`config.mk`:
```
export PLATFORM = sky130hd
export DESIGN_NAME = fat32_dir_entry_decoder_unit
export DESIGN_NICKNAME = d
export VERILOG_FILES = /design/src/hw/rtl/fatdir_pkg.sv /design/src/hw/rtl/fatdir_name_fmt.sv /design/src/hw/rtl/fat32_dir_entry_decoder_unit.sv
export VERILOG_INCLUDE_DIRS = /design/src /design/src/hw/rtl
export SDC_FILE = /design/constraint.sdc
export NUM_CORES = 1
export LEC_CHECK = 0
export BUFFER_PORTS_ARGS = -buffer_cell sky130_fd_sc_hd__buf_2
export CAP_MARGIN = 20
export CORE_ASPECT_RATIO = 0.9
export CORE_MARGIN = 8
export CORE_UTILIZATION = 61
export CTS_CLUSTER_SIZE = 8
export DETAILED_ROUTE_END_ITERATION = 16
export PLACE_DENSITY = 0.85
export SLEW_MARGIN = 20
export SYNTH_ARGS = -nofsm -noshare
export SYNTH_HDL_FRONTEND = slang
export SYNTH_SLANG_ARGS = --single-unit
```
`constraint.sdc`:
```
create_clock -name clk -period 6.06 [get_ports clk]
set_input_delay 0.606 -clock clk [delete_from_list [all_inputs] [get_ports clk]]
set_output_delay 0.606 -clock clk [all_outputs]
set_load 0.005 [all_outputs]
```
`src/hw/rtl/assert_macros.svh`:
```
// Assertion macros shared by the directory entry decoder RTL.
`ifndef ASSERT_MACROS_SVH
`define ASSERT_MACROS_SVH

// Clocked check that is switched off while reset is asserted.
`define FD_ASSERT(label, prop, msg) \
	label: assert property (@(posedge clk) disable iff (!arst_n) (prop)) else $error(msg);

// Clocked check that also holds during reset.
`define FD_ASSERT_ALWAYS(label, prop, msg) \
	label: assert property (@(posedge clk) (prop)) else $error(msg);

`endif

```
`src/hw/rtl/fatdir_pkg.sv`:
```
// Types, constants and helper functions for the FAT32 directory entry decoder.
`timescale 1ns / 1ps

package fatdir_pkg;

	localparam int BYTE_W    = 8;
	localparam int NAME_LEN  = 11;
	localparam int BASE_LEN  = 8;
	localparam int EXT_LEN   = 3;
	localparam int MAX_CHARS = 12;
	localparam int POS_W     = 5;
	localparam int CNT_W     = 4;

	// Byte positions inside a 32-byte short entry.
	localparam logic [POS_W-1:0] POS_NAME_FIRST = 5'd0;
	localparam logic [POS_W-1:0] POS_NAME_LAST  = 5'd10;
	localparam logic [POS_W-1:0] POS_ATTR       = 5'd11;
	localparam logic [POS_W-1:0] POS_CASE       = 5'd12;
	localparam logic [POS_W-1:0] POS_CLUS_HI0   = 5'd20;
	localparam logic [POS_W-1:0] POS_CLUS_HI1   = 5'd21;
	localparam logic [POS_W-1:0] POS_CLUS_LO0   = 5'd26;
	localparam logic [POS_W-1:0] POS_CLUS_LO1   = 5'd27;
	localparam logic [POS_W-1:0] POS_SIZE0      = 5'd28;
	localparam logic [POS_W-1:0] POS_SIZE1      = 5'd29;
	localparam logic [POS_W-1:0] POS_SIZE2      = 5'd30;
	localparam logic [POS_W-1:0] POS_LAST       = 5'd31;

	localparam logic [BYTE_W-1:0] CHAR_ZERO    = 8'h00;
	localparam logic [BYTE_W-1:0] CHAR_SPACE   = 8'h20;
	localparam logic [BYTE_W-1:0] CHAR_DOT     = 8'h2E;
	localparam logic [BYTE_W-1:0] CHAR_DELETED = 8'hE5;
	localparam logic [BYTE_W-1:0] CHAR_UPPER_LO = 8'h40;
	localparam logic [BYTE_W-1:0] CHAR_UPPER_HI = 8'h5B;
	localparam logic [BYTE_W-1:0] CASE_OFFSET  = 8'h20;

	// Attribute bits.
	localparam int ATTR_HIDDEN_BIT = 1;
	localparam int ATTR_VOLUME_BIT = 3;
	localparam int ATTR_DIR_BIT    = 4;
	localparam logic [3:0] ATTR_LFN_NIBBLE = 4'hF;

	// Case flag bits in the reserved byte.
	localparam int CASE_BASE_SRC_BIT = 3;
	localparam int CASE_EXT_SRC_BIT  = 4;

	typedef logic [NAME_LEN-1:0][BYTE_W-1:0]  name_t;
	typedef logic [MAX_CHARS-1:0][BYTE_W-1:0] chars_t;

	typedef struct packed {
		logic               emit;
		logic               eod;
		logic [CNT_W-1:0]   count;
		chars_t             chars;
	} fmt_t;

	function automatic logic [BYTE_W-1:0] fold_char(input logic [BYTE_W-1:0] c,
		input logic lower);
		logic [BYTE_W-1:0] r;
		r = c;
		if (lower && c > CHAR_UPPER_LO && c < CHAR_UPPER_HI)
			r = c + CASE_OFFSET;
		return r;
	endfunction

endpackage

```
`src/hw/rtl/fatdir_name_fmt.sv`:
```
// Entry classification and 8.3 name formatting for one stored short entry.
`timescale 1ns / 1ps

module fatdir_name_fmt import fatdir_pkg::*; (
	input  name_t             name,
	input  logic [BYTE_W-1:0] attr,
	input  logic [1:0]        case_flags,
	input  logic              show_hidden,
	output fmt_t              fmt
);

	logic [2:0]       base_end;
	logic [1:0]       ext_len;
	logic             has_ext;
	logic [CNT_W-1:0] base_len;
	logic             pass;

	always_comb begin
		base_end = '0;
		for (int i = 0; i < BASE_LEN; i++) begin
			if (name[i] != CHAR_SPACE)
				base_end = 3'(i);
		end
		ext_len = '0;
		for (int j = 0; j < EXT_LEN; j++) begin
			if (name[BASE_LEN + j] != CHAR_SPACE)
				ext_len = 2'(j + 1);
		end
	end

	assign has_ext  = !attr[ATTR_DIR_BIT] && (ext_len != 2'd0);
	assign base_len = {1'b0, base_end} + 4'd1;

	assign pass = (name[0] != CHAR_DELETED)
		&& (attr[3:0] != ATTR_LFN_NIBBLE)
		&& !attr[ATTR_VOLUME_BIT]
		&& (!attr[ATTR_HIDDEN_BIT] || show_hidden);

	always_comb begin
		fmt.eod  = (name[0] == CHAR_ZERO);
		fmt.emit = fmt.eod || pass;
		if (fmt.eod)
			fmt.count = 4'd1;
		else if (has_ext)
			fmt.count = base_len + 4'd1 + {2'b00, ext_len};
		else
			fmt.count = base_len;

		fmt.chars = '0;
		if (!fmt.eod) begin
			for (int k = 0; k < BASE_LEN; k++) begin
				if (4'(k) < base_len)
					fmt.chars[k] = fold_char(name[k], case_flags[0]);
			end
			// The dot and the extension sit right after the trimmed base name.
			for (int k = 1; k < MAX_CHARS; k++) begin
				if (has_ext && 4'(k) == base_len)
					fmt.chars[k] = CHAR_DOT;
				for (int j = 0; j < EXT_LEN; j++) begin
					if (has_ext && 2'(j) < ext_len && 4'(k) == base_len + 4'(j + 1))
						fmt.chars[k] = fold_char(name[BASE_LEN + j], case_flags[1]);
				end
			end
		end
	end

endmodule

```
`src/hw/rtl/fat32_dir_entry_decoder_unit.sv`:
```
// The first result of an entry is valid in the cycle after its last byte is taken.
// Throughput: one input byte per cycle; results leave a 12-deep shift buffer one per cycle while out_ready is high.
// Input stalls only on an entry's last byte while the previous entry's results are pending.
// Reset (arst_n low, asynchronous) clears byte position, show_hidden and the result valid flag and count.
// Entry field stores are not reset; every field is written before the entry completes.
`timescale 1ns / 1ps
`include "assert_macros.svh"

module fat32_dir_entry_decoder_unit import fatdir_pkg::*; (
	input  logic              clk,
	input  logic              arst_n,
	input  logic              cfg_valid,
	output logic              cfg_ready,
	input  logic              show_hidden,
	input  logic              in_valid,
	output logic              in_ready,
	input  logic [BYTE_W-1:0] data_byte,
	input  logic              entry_start,
	output logic              out_valid,
	input  logic              out_ready,
	output logic [BYTE_W-1:0] name_char,
	output logic              char_last,
	output logic              end_of_dir,
	output logic              is_directory,
	output logic [31:0]       first_cluster,
	output logic [31:0]       file_size,
	output logic [BYTE_W-1:0] attributes
);

	logic              show_hidden_q;
	logic [POS_W-1:0]  pos_q;
	logic [POS_W-1:0]  pos_eff;
	name_t             name_q;
	logic [BYTE_W-1:0] attr_q;
	logic [1:0]        case_q;
	logic [31:0]       clus_q;
	logic [23:0]       size_q;

	chars_t            chars_q;
	logic [CNT_W-1:0]  rem_q;
	logic              out_valid_q;
	logic              eod_q;
	logic              dir_q;
	logic [31:0]       clus_out_q;
	logic [31:0]       size_out_q;
	logic [BYTE_W-1:0] attr_out_q;

	fmt_t              fmt;
	logic              in_fire;
	logic              pop;
	logic              buf_hold;
	logic              load;

	assign cfg_ready = 1'b1;

	always_ff @(posedge clk or negedge arst_n) begin
		if (!arst_n)
			show_hidden_q <= 1'b0;
		else if (cfg_valid)
			show_hidden_q <= show_hidden;
	end

	assign pos_eff  = entry_start ? POS_NAME_FIRST : pos_q;
	assign pop      = out_valid_q && out_ready;
	// The buffer is busy while it holds results, unless its final result leaves this cycle.
	assign buf_hold = out_valid_q && !(out_ready && char_last);
	assign in_ready = (pos_eff != POS_LAST) || !buf_hold;
	assign in_fire  = in_valid && in_ready;

	always_ff @(posedge clk or negedge arst_n) begin
		if (!arst_n)
			pos_q <= '0;
		else if (in_fire)
			pos_q <= pos_eff + 5'd1;
	end

	always_ff @(posedge clk) begin
		if (in_fire) begin
			case (pos_eff) inside
				[POS_NAME_FIRST:POS_NAME_LAST]: name_q[4'(pos_eff)] <= data_byte;
				POS_ATTR:     attr_q        <= data_byte;
				POS_CASE:     case_q        <= {data_byte[CASE_EXT_SRC_BIT],
					data_byte[CASE_BASE_SRC_BIT]};
				POS_CLUS_HI0: clus_q[23:16] <= data_byte;
				POS_CLUS_HI1: clus_q[31:24] <= data_byte;
				POS_CLUS_LO0: clus_q[7:0]   <= data_byte;
				POS_CLUS_LO1: clus_q[15:8]  <= data_byte;
				POS_SIZE0:    size_q[7:0]   <= data_byte;
				POS_SIZE1:    size_q[15:8]  <= data_byte;
				POS_SIZE2:    size_q[23:16] <= data_byte;
				default: ;
			endcase
		end
	end

	fatdir_name_fmt u_fmt (
		.name        (name_q),
		.attr        (attr_q),
		.case_flags  (case_q),
		.show_hidden (show_hidden_q),
		.fmt         (fmt)
	);

	assign load = in_fire && (pos_eff == POS_LAST) && fmt.emit;

	always_ff @(posedge clk or negedge arst_n) begin
		if (!arst_n) begin
			out_valid_q <= 1'b0;
			rem_q       <= '0;
		end else if (load) begin
			out_valid_q <= 1'b1;
			rem_q       <= fmt.count;
		end else if (pop) begin
			out_valid_q <= (rem_q != 4'd1);
			rem_q       <= rem_q - 4'd1;
		end
	end

	always_ff @(posedge clk) begin
		if (load) begin
			chars_q    <= fmt.chars;
			eod_q      <= fmt.eod;
			dir_q      <= fmt.eod ? 1'b0 : attr_q[ATTR_DIR_BIT];
			clus_out_q <= fmt.eod ? 32'd0 : clus_q;
			size_out_q <= fmt.eod ? 32'd0 : {data_byte, size_q};
			attr_out_q <= fmt.eod ? CHAR_ZERO : attr_q;
		end else if (pop) begin
			chars_q <= {CHAR_ZERO, chars_q[MAX_CHARS-1:1]};
		end
	end

	assign out_valid     = out_valid_q;
	assign name_char     = chars_q[0];
	assign char_last     = (rem_q == 4'd1);
	assign end_of_dir    = eod_q;
	assign is_directory  = dir_q;
	assign first_cluster = clus_out_q;
	assign file_size     = size_out_q;
	assign attributes    = attr_out_q;

	`FD_ASSERT(a_rem_range, out_valid |-> (rem_q != 4'd0 && rem_q <= 4'(MAX_CHARS)),
		"result count out of range")
	`FD_ASSERT(a_eod_single, (out_valid && end_of_dir) |-> (char_last && name_char == CHAR_ZERO
		&& first_cluster == 32'd0 && file_size == 32'd0), "bad end of directory result")
	`FD_ASSERT(a_more_follow, (out_valid && out_ready && !char_last) |=> out_valid,
		"entry results cut short")
	`FD_ASSERT_ALWAYS(a_reset_idle, !arst_n |=> (!out_valid && pos_q == POS_NAME_FIRST),
		"state not cleared in reset")

endmodule

```
==> results.md, run 1 <==
* Asr flop ratio synth at 3.29%
* Most frequent cells in the layout: 323 x edfxtp_1, 150 x nand2_1, 99 x buf_2
* Vias at 12900
* Post-synthesis register bit count at 334
* Layout area overhead at 13.0%
* Share of layout cells above drive strength 1 at 14.1%
* Post-layout min period at 5.55 ns
* Final Slew Violations at 0
* Place WS at 0.920 ns
* Clk root buf: clkbuf_16
* IO Count at 101
* CP startpoint kind: register
* Cell Int Power at 4.02 mW
* Leakage power at 6.33 nW
* Via-per-instance ratio at 6.99
* Die Wd at 188 um
* Worst setup path class: register to register
* Resized cells post-CTS at 0
* PnR Total Power at 5.11 mW
* Max_cap viols at 0
* Top cell type by total area after synthesis: edfxtp_1
* Setup TNS at 0 ns
* F_max at 0.180 GHz
* Seq/Total Area, Yosys at 61.7%
* WP data arrival at 5.83 ns
* Status: complete, no violations
* Worst Min Path Start: cfg_valid
* Fillers at 1805
* Crit path max-delay family: simple AND/OR/NAND/NOR gates
* Crit end category: register
* Synth top area cells: edfxtp_1 60%, nand2_1 3.5%, nor2b_1 3.1%, o21ai_0 2.8%, a21oi_1 2.5%
* Maximum vdd drop at 0.317 mV
* Critical Path RT at 6.33 ns
* Num Clock Sinks at 334
* Worst reg2reg startpoint: name_q[40]
* Cells after synthesis at 1380
* Wire per inst at 28.0 um
* Final Hold Fails at 0
* Mean Syn Cell Area at 11.7 um^2
* Worst-Margin Slew at 1.12 ns
* TritonCTS Buffers at 47
* RSZ-0062 raised after global routing: no
* Setup slack after layout at 0.508 ns
* Crit-path max FO at 7
* ANT cells at 0
* WHS Path Cells at 2
* Slowest cell delay on critical path at 0.63 ns
* Total Routing Usage GR at 31.2%
* FF-to-FF End: chars_q[36]
* Register-to-Register Path Depth at 15
* Row cnt at 56
* Clk buf depth at 3
* Crit path buf inv count at 2
* Largest net degree at the start of global routing at 97
* Power per standard cell area at 279 nW/um^2
* Period utilization at 91.6%
* Hold-fix buffer count after cts at 1
* DIE AREA at 32000 um^2
* 1st-pass router iterations at 7
* Die Height at 170 um
* Yosys top cell area share at 60.0%
* DP HPWL at 32.1 mm
* Core Area at 26100 um^2
* Yosys cell types at 78
* H-Tree Depth at 2
* Flop pwr share at 50.3%
* Predominant post-synthesis flop cell: edfxtp_1
* Initial core utilization at 62.1%
* Synthesized area at 16200 um^2
* Clock Latency Late Sink at 0.56 ns
* Final ANT Viol Nets at 0
* Hold Path Class: input port to register
* CTS tree: built
* Post-CTS setup buffer count at 0
* Comb power frac at 2.1%
* Commonest non-fill, non-tap cell in the layout: edfxtp_1
* Setup Viol. Count Final at 0
* Number of global-route vias before repair at 12300
* Residual DRC count at 0
* Syn Nets at 1428
* Initial drt markers at 2228
* NetSw at 1.09 mW
* Sequential Area at 9970 um^2
* Crit path to: chars_q[36]
* Final wirelength at 51.6 mm
* Post-synth EDFFs at 323
* Sw frac at 21.4%
* Initial antenna violation count at 1
* Relative max-transition margin at 24.8%
* Share of power burned in the clock network at 47.6%
* CP max stage cell: nor4_1
* R2R Setup Slk at 0.51 ns
* Syn. warnings at 0
* Gpl congestion at 1.02
* Clk slew on worst S/H paths at 0.05 ns
* Multi-input logic area at 5770 um^2
* Worst Setup SP: name_q[40]
* Number of cells on the critical path at 15
* Crit path cell chain: nor4_1, and4b_1, o211ai_1, a21oi_1, inv_1, ha_1, xor2_1, inv_1, ha_1, xnor2_1, and3_1, and2_0, nor2_1, a22oi_1, o211ai_1
* Total global routing overflow at 0
* I/O Buffers at 99
* Nets at 1510
* Setup Skew at 0.0214 ns
* First-pass GRT wire length at 76.1 mm
[power by group through the flow]
stage                     clock, mW  sequential (mW)  combinational [mW]
after floorplan                   0             2.59              0.0537
after global placement            0             2.61              0.0969
after detailed placement          0             2.61               0.102
after CTS                      2.43             2.57               0.106
after global routing           2.53             2.57               0.114
final                          2.43             2.57               0.109
[worst min path at each step]
| stage | end | slack, ns |
|---|---|---|
| after floorplan | out_valid | 0.31 |
| after global placement | show_hidden_q | 0.50 |
| after detailed placement | chars_q[31] | 0.50 |
| after CTS | show_hidden_q | 0.27 |
| after global routing | show_hidden_q | 0.28 |
| final | show_hidden_q | 0.27 |
[worst reg2reg max path, stage by stage, from the launching register on]
cell and delay [ns]:
edfxtp_1 0.43, nor4_1 0.63, and4b_1 0.45, o211ai_1 0.14, a21oi_1 0.54, inv_1 0.24
ha_1 0.33, xor2_1 0.31, inv_1 0.12, ha_1 0.27, xnor2_1 0.46, and3_1 0.48
and2_0 0.37, nor2_1 0.18, a22oi_1 0.18, o211ai_1 0.14
[cells in the mapped netlist (all sizes together) (5+ instances only)]
| cell | n |
|---|---|
| o22ai | 5 |
| buf | 23 |
| clkbuf | 63 |
| o211ai | 13 |
| a311oi | 6 |
| edfxtp | 323 |
| o21ai | 98 |
| nor2 | 79 |
| mux2 | 5 |
| nand3 | 51 |
| nand2 | 150 |
| o2111ai | 12 |
| o311ai | 5 |
| a31oi | 17 |
| a21oi | 81 |
| a32oi | 12 |
| a21o | 9 |
| nand2b | 13 |
| o31ai | 5 |
| nor4 | 18 |
| o221ai | 25 |
| a211o | 5 |
| inv | 27 |
| a22oi | 21 |
| and3 | 24 |
| a221oi | 10 |
| or4 | 10 |
| a22o | 6 |
| a221o | 10 |
| dfrtp | 11 |
| nor3 | 29 |
| nor2b | 79 |
| a211oi | 15 |
| and2 | 26 |
| ha | 32 |
| nor3b | 7 |
| nand4 | 8 |
[flip-flops by register name (all words and copies together) (netlist names)]
name and cells:
attr_q 8, clus_q 32, case_q 2, end_of_dir 1
show_hidden_q 1, out_valid 1, rem_q 4, attributes 8
name_q 88, size_q 24, pos_q 5, first_cluster 32
chars_q 88, file_size 32, name_char 8
[metrics by stage]
stage	cell area, um^2	util (%)	std cells	hold WS (ns)
6_report	18300	70.1	1840	0.274
5_1_grt	18300	70.1	1840	0.283
4_1_cts	18300	70.1	1839	0.270
3_5_place_dp	16900	64.9	1759	0.502
3_3_place_gp	16900	64.9	1759	0.496
2_1_floorplan	16200	-	1380	0.310
[kinds of logic (layout without fill, tap and decap cells)]
logic type,count (synthesis),in the layout,synth area share (%)
AND/OR/NAND/NOR,510,510,16.2
AO/OA/AOI/OAI,379,379,15.9
flip-flops,334,334,61.7
buffers and inverters,113,225,2.92
adder cells (fa/ha/maj),33,33,2.60
XOR/XNOR,5,5,0.271
multiplexers,5,5,0.348
other,1,1,0.0232
[layer usage]
layer  track usage (%)  part of all wire [%]  up-vias
met5                 0                     0        -
met4              11.9                   3.9        0
met3              8.75                    14      200
met2              49.2                    45     1075
met1              41.1                    37     6118
li1                  -                     -     5465
[final cells by class]
type                            instances  share of cell area (%)
Inverter                               27                   0.561
Sequential cell                       334                    54.6
Timing Repair Buffer                  119                    3.54
Multi-Input combinational cell        933                    31.6
Tap cell                              348                    2.38
Clock buffer                           76                    7.08
Clock inverter                          3                   0.301
Note: power is estimated with default switching activity, not from simulation.
==> run 2: changes to the inputs <==
--- a/config.mk
+++ b/config.mk
@@ -8,7 +8,7 @@
 export LEC_CHECK = 0
 export BUFFER_PORTS_ARGS = -buffer_cell sky130_fd_sc_hd__buf_2
 export CAP_MARGIN = 20
-export CORE_ASPECT_RATIO = 0.9
+export CORE_ASPECT_RATIO = 0.7
 export CORE_MARGIN = 8
 export CORE_UTILIZATION = 61
 export CTS_CLUSTER_SIZE = 8
==> results.md, run 2 (same netlist as run 1, synthesis figures left out) <==
* Area after DPL at 17000 um^2 (+0.33%)
* Wire per inst at 27.3 um (-2.6%)
* F_max at 0.177 GHz (-1.6%)
* Clock Latency Late Sink at 0.55 ns (about the same)
* Maximum vdd drop at 0.285 mV (-9.9%)
* DP HPWL at 32.5 mm (+1.0%)
* Relative max-transition margin at 23.7% (-1.1 points)
* Fillers at 1844 (+2.2%)
* Total Routing Usage GR at 30.6% (-0.63 points)
* Hold Path Class: input port to register
* Register-to-Register Path Depth at 15 (unchanged)
* Number of global-route vias before repair at 12000 (-2.5%)
* Most frequent cells in the layout: 323 x edfxtp_1, 150 x nand2_1, 99 x buf_2
* Critical Path RT at 6.33 ns (about the same)
* Post-placement cell count at 1777 (+1.0%)
* Setup Skew at 0.0153 ns (-0.00614 ns)
* WP data arrival at 5.91 ns (+0.08 ns)
* Post-Route Hold Slack at 0.283 ns (+0.00823 ns)
* Total global routing overflow at 0 (unchanged)
* Slowest cell delay on critical path at 0.56 ns (-0.07 ns)
* CTS tree: built
* R2R Setup Slk at 0.42 ns (-0.09 ns)
* TritonCTS Buffers at 47 (unchanged)
* Worst-Margin Slew at 1.14 ns (+0.0196 ns)
* 1st-pass router iterations at 10 (+3)
* Largest net degree at the start of global routing at 78 (-20%)
* Clk root buf: clkbuf_16
* Share of layout cells above drive strength 1 at 14.1% (+0.057 points)
* Commonest non-fill, non-tap cell in the layout: edfxtp_1
* Initial core utilization at 61.3% (-0.79 points)
* Status: complete, no violations
* Worst setup path class: register to register
* Max_cap viols at 0 (unchanged)
* Core Area at 26400 um^2 (+1.3%)
* Worst Min Path Start: cfg_valid
* Power per standard cell area at 276 nW/um^2 (-1.3%)
* Initial antenna violation count at 3 (+2)
* First-pass GRT wire length at 74.3 mm (-2.4%)
* Final Slew Violations at 0 (unchanged)
* Post-route insts no fill at 1851 (+0.60%)
* Die Height at 152 um (-11%)
* CP startpoint kind: register
* Clk slew on worst S/H paths at 0.05 ns (about the same)
* Gpl congestion at 0.992 (-2.9%)
* Initial drt markers at 2235 (+0.31%)
* Clk buf depth at 3 (unchanged)
* Crit path cell chain: or4_1, nor3_1, o211ai_1, a21oi_1, inv_1, ha_1, xor2_1, inv_1, ha_1, xnor2_1, and3_1, and2_0, nor2_1, a22oi_1, o211ai_1
* Worst reg2reg startpoint: name_q[25]
* Period utilization at 93.1% (+1.5 points)
* Final wirelength at 50.5 mm (-2.1%)
* DIE AREA at 32100 um^2 (+0.24%)
* Final Hold Fails at 0 (unchanged)
* WHS Endpoint: show_hidden_q
* RSZ-0062 raised after global routing: no
* Crit-path max FO at 7 (unchanged)
* Design area at 18300 um^2 (unchanged)
* Via-per-instance ratio at 6.96 (-0.44%)
* FF-to-FF End: chars_q[36]
* Num Clock Sinks at 334 (unchanged)
* IO Count at 101 (unchanged)
* Vias at 12900 (+0.16%)
* Row cnt at 50 (-11%)
* Setup Viol. Count Final at 0 (unchanged)
* Residual DRC count at 0 (unchanged)
* Final ANT Viol Nets at 0 (unchanged)
* Die Wd at 211 um (+12%)
* Leakage power at 6.32 nW (-0.19%)
* Top Registers: chars_q x88, name_q x88
* WHS Path Cells at 2 (unchanged)
* Setup TNS at 0 ns (unchanged)
* CP max stage cell: or4_1
* Layout area overhead at 13.0% (unchanged)
* Crit end category: register
* Nets at 1511 (+0.066%)
* Post-CTS setup buffer count at 0 (unchanged)
* H-Tree Depth at 2 (unchanged)
* Post-layout min period at 5.64 ns (+0.0897 ns)
* I/O Buffers at 99 (unchanged)
==> run 2: cell types whose count changed in the layout (fill, tap and decap cells not counted), sizes merged <==
cell / change
inv: -1
clkinv: +1
buf: +1
clkbuf: -7
diode: +1
==> run 2: layer usage <==
metal  GRT usage [%]  up-vias  wire [um]
met5               0        -         23
met4            11.0        4       1880
met3            10.7      191       8430
met2            41.9     1108      20900
met1            44.5     6108      19300
li1                -     5467          -
==> run 2: area by class of cell <==
| cell class | instances | area [um^2] | share of cell area (%) |
|---|---|---|---|
| antenna | 1 | 2.50 | 0.0137 |
| clock buffer | 69 | 1260 | 6.88 |
| clock inverter | 3 | 36.3 | 0.198 |
| inverter | 27 | 103 | 0.561 |
| multi-input combinational | 933 | 5790 | 31.6 |
| sequential | 334 | 9970 | 54.6 |
| tap | 364 | 455 | 2.49 |
| timing repair buffer | 120 | 668 | 3.65 |
==> run 2: repair_timing <==
action                    4_1_cts  5_1_grt
hold endpoints to repair       11        0
hold buffers                    1        0
gates resized for setup         0        0
==> run 2: power breakdown <==
| group | leakage (nW) | switching, mW | internal, mW | total [mW] |
|---|---|---|---|---|
| sequential | 3.05 | 0.0296 | 2.54 | 2.57 |
| combinational | 2.65 | 0.0808 | 0.0278 | 0.109 |
| clock | 0.621 | 0.949 | 1.41 | 2.36 |
| total | 6.32 | 1.06 | 3.98 | 5.04 |
==> run 2: how the worst max path moves through the flow <==
stage	end	cells after the start	startpoint	slack, ns
final	chars_q[36]	15	name_q[25]	0.42
after global routing	chars_q[32]	15	name_q[26]	0.23
after detailed placement	chars_q[36]	15	name_q[25]	0.70
after global placement	chars_q[32]	15	name_q[25]	1.03
after floorplan	rem_q[1]	13	entry_start	0.36
after CTS	chars_q[36]	15	name_q[25]	0.67
==> run 2: critical path: cells and delay by family, from the launching register on <==
kind	cells	cell delay (ns)
AND/OR/NAND/NOR	5	2.10
XOR/XNOR	2	0.83
buffers and inverters	2	0.36
flip-flops	1	0.41
AO/OA/AOI/OAI	4	1.08
adder cells (fa/ha/maj)	2	0.59
==> run 2: metrics by stage <==
step / power [mW] / utilization [%] / setup slack (ns)
2_1_floorplan: 2.65 / - / 0.363
3_3_place_gp: 2.71 / 64.2 / 1.03
3_5_place_dp: 2.71 / 64.3 / 0.704
4_1_cts: 5.05 / 69.2 / 0.672
5_1_grt: 5.15 / 69.2 / 0.229
6_report: 5.04 / 69.3 / 0.418
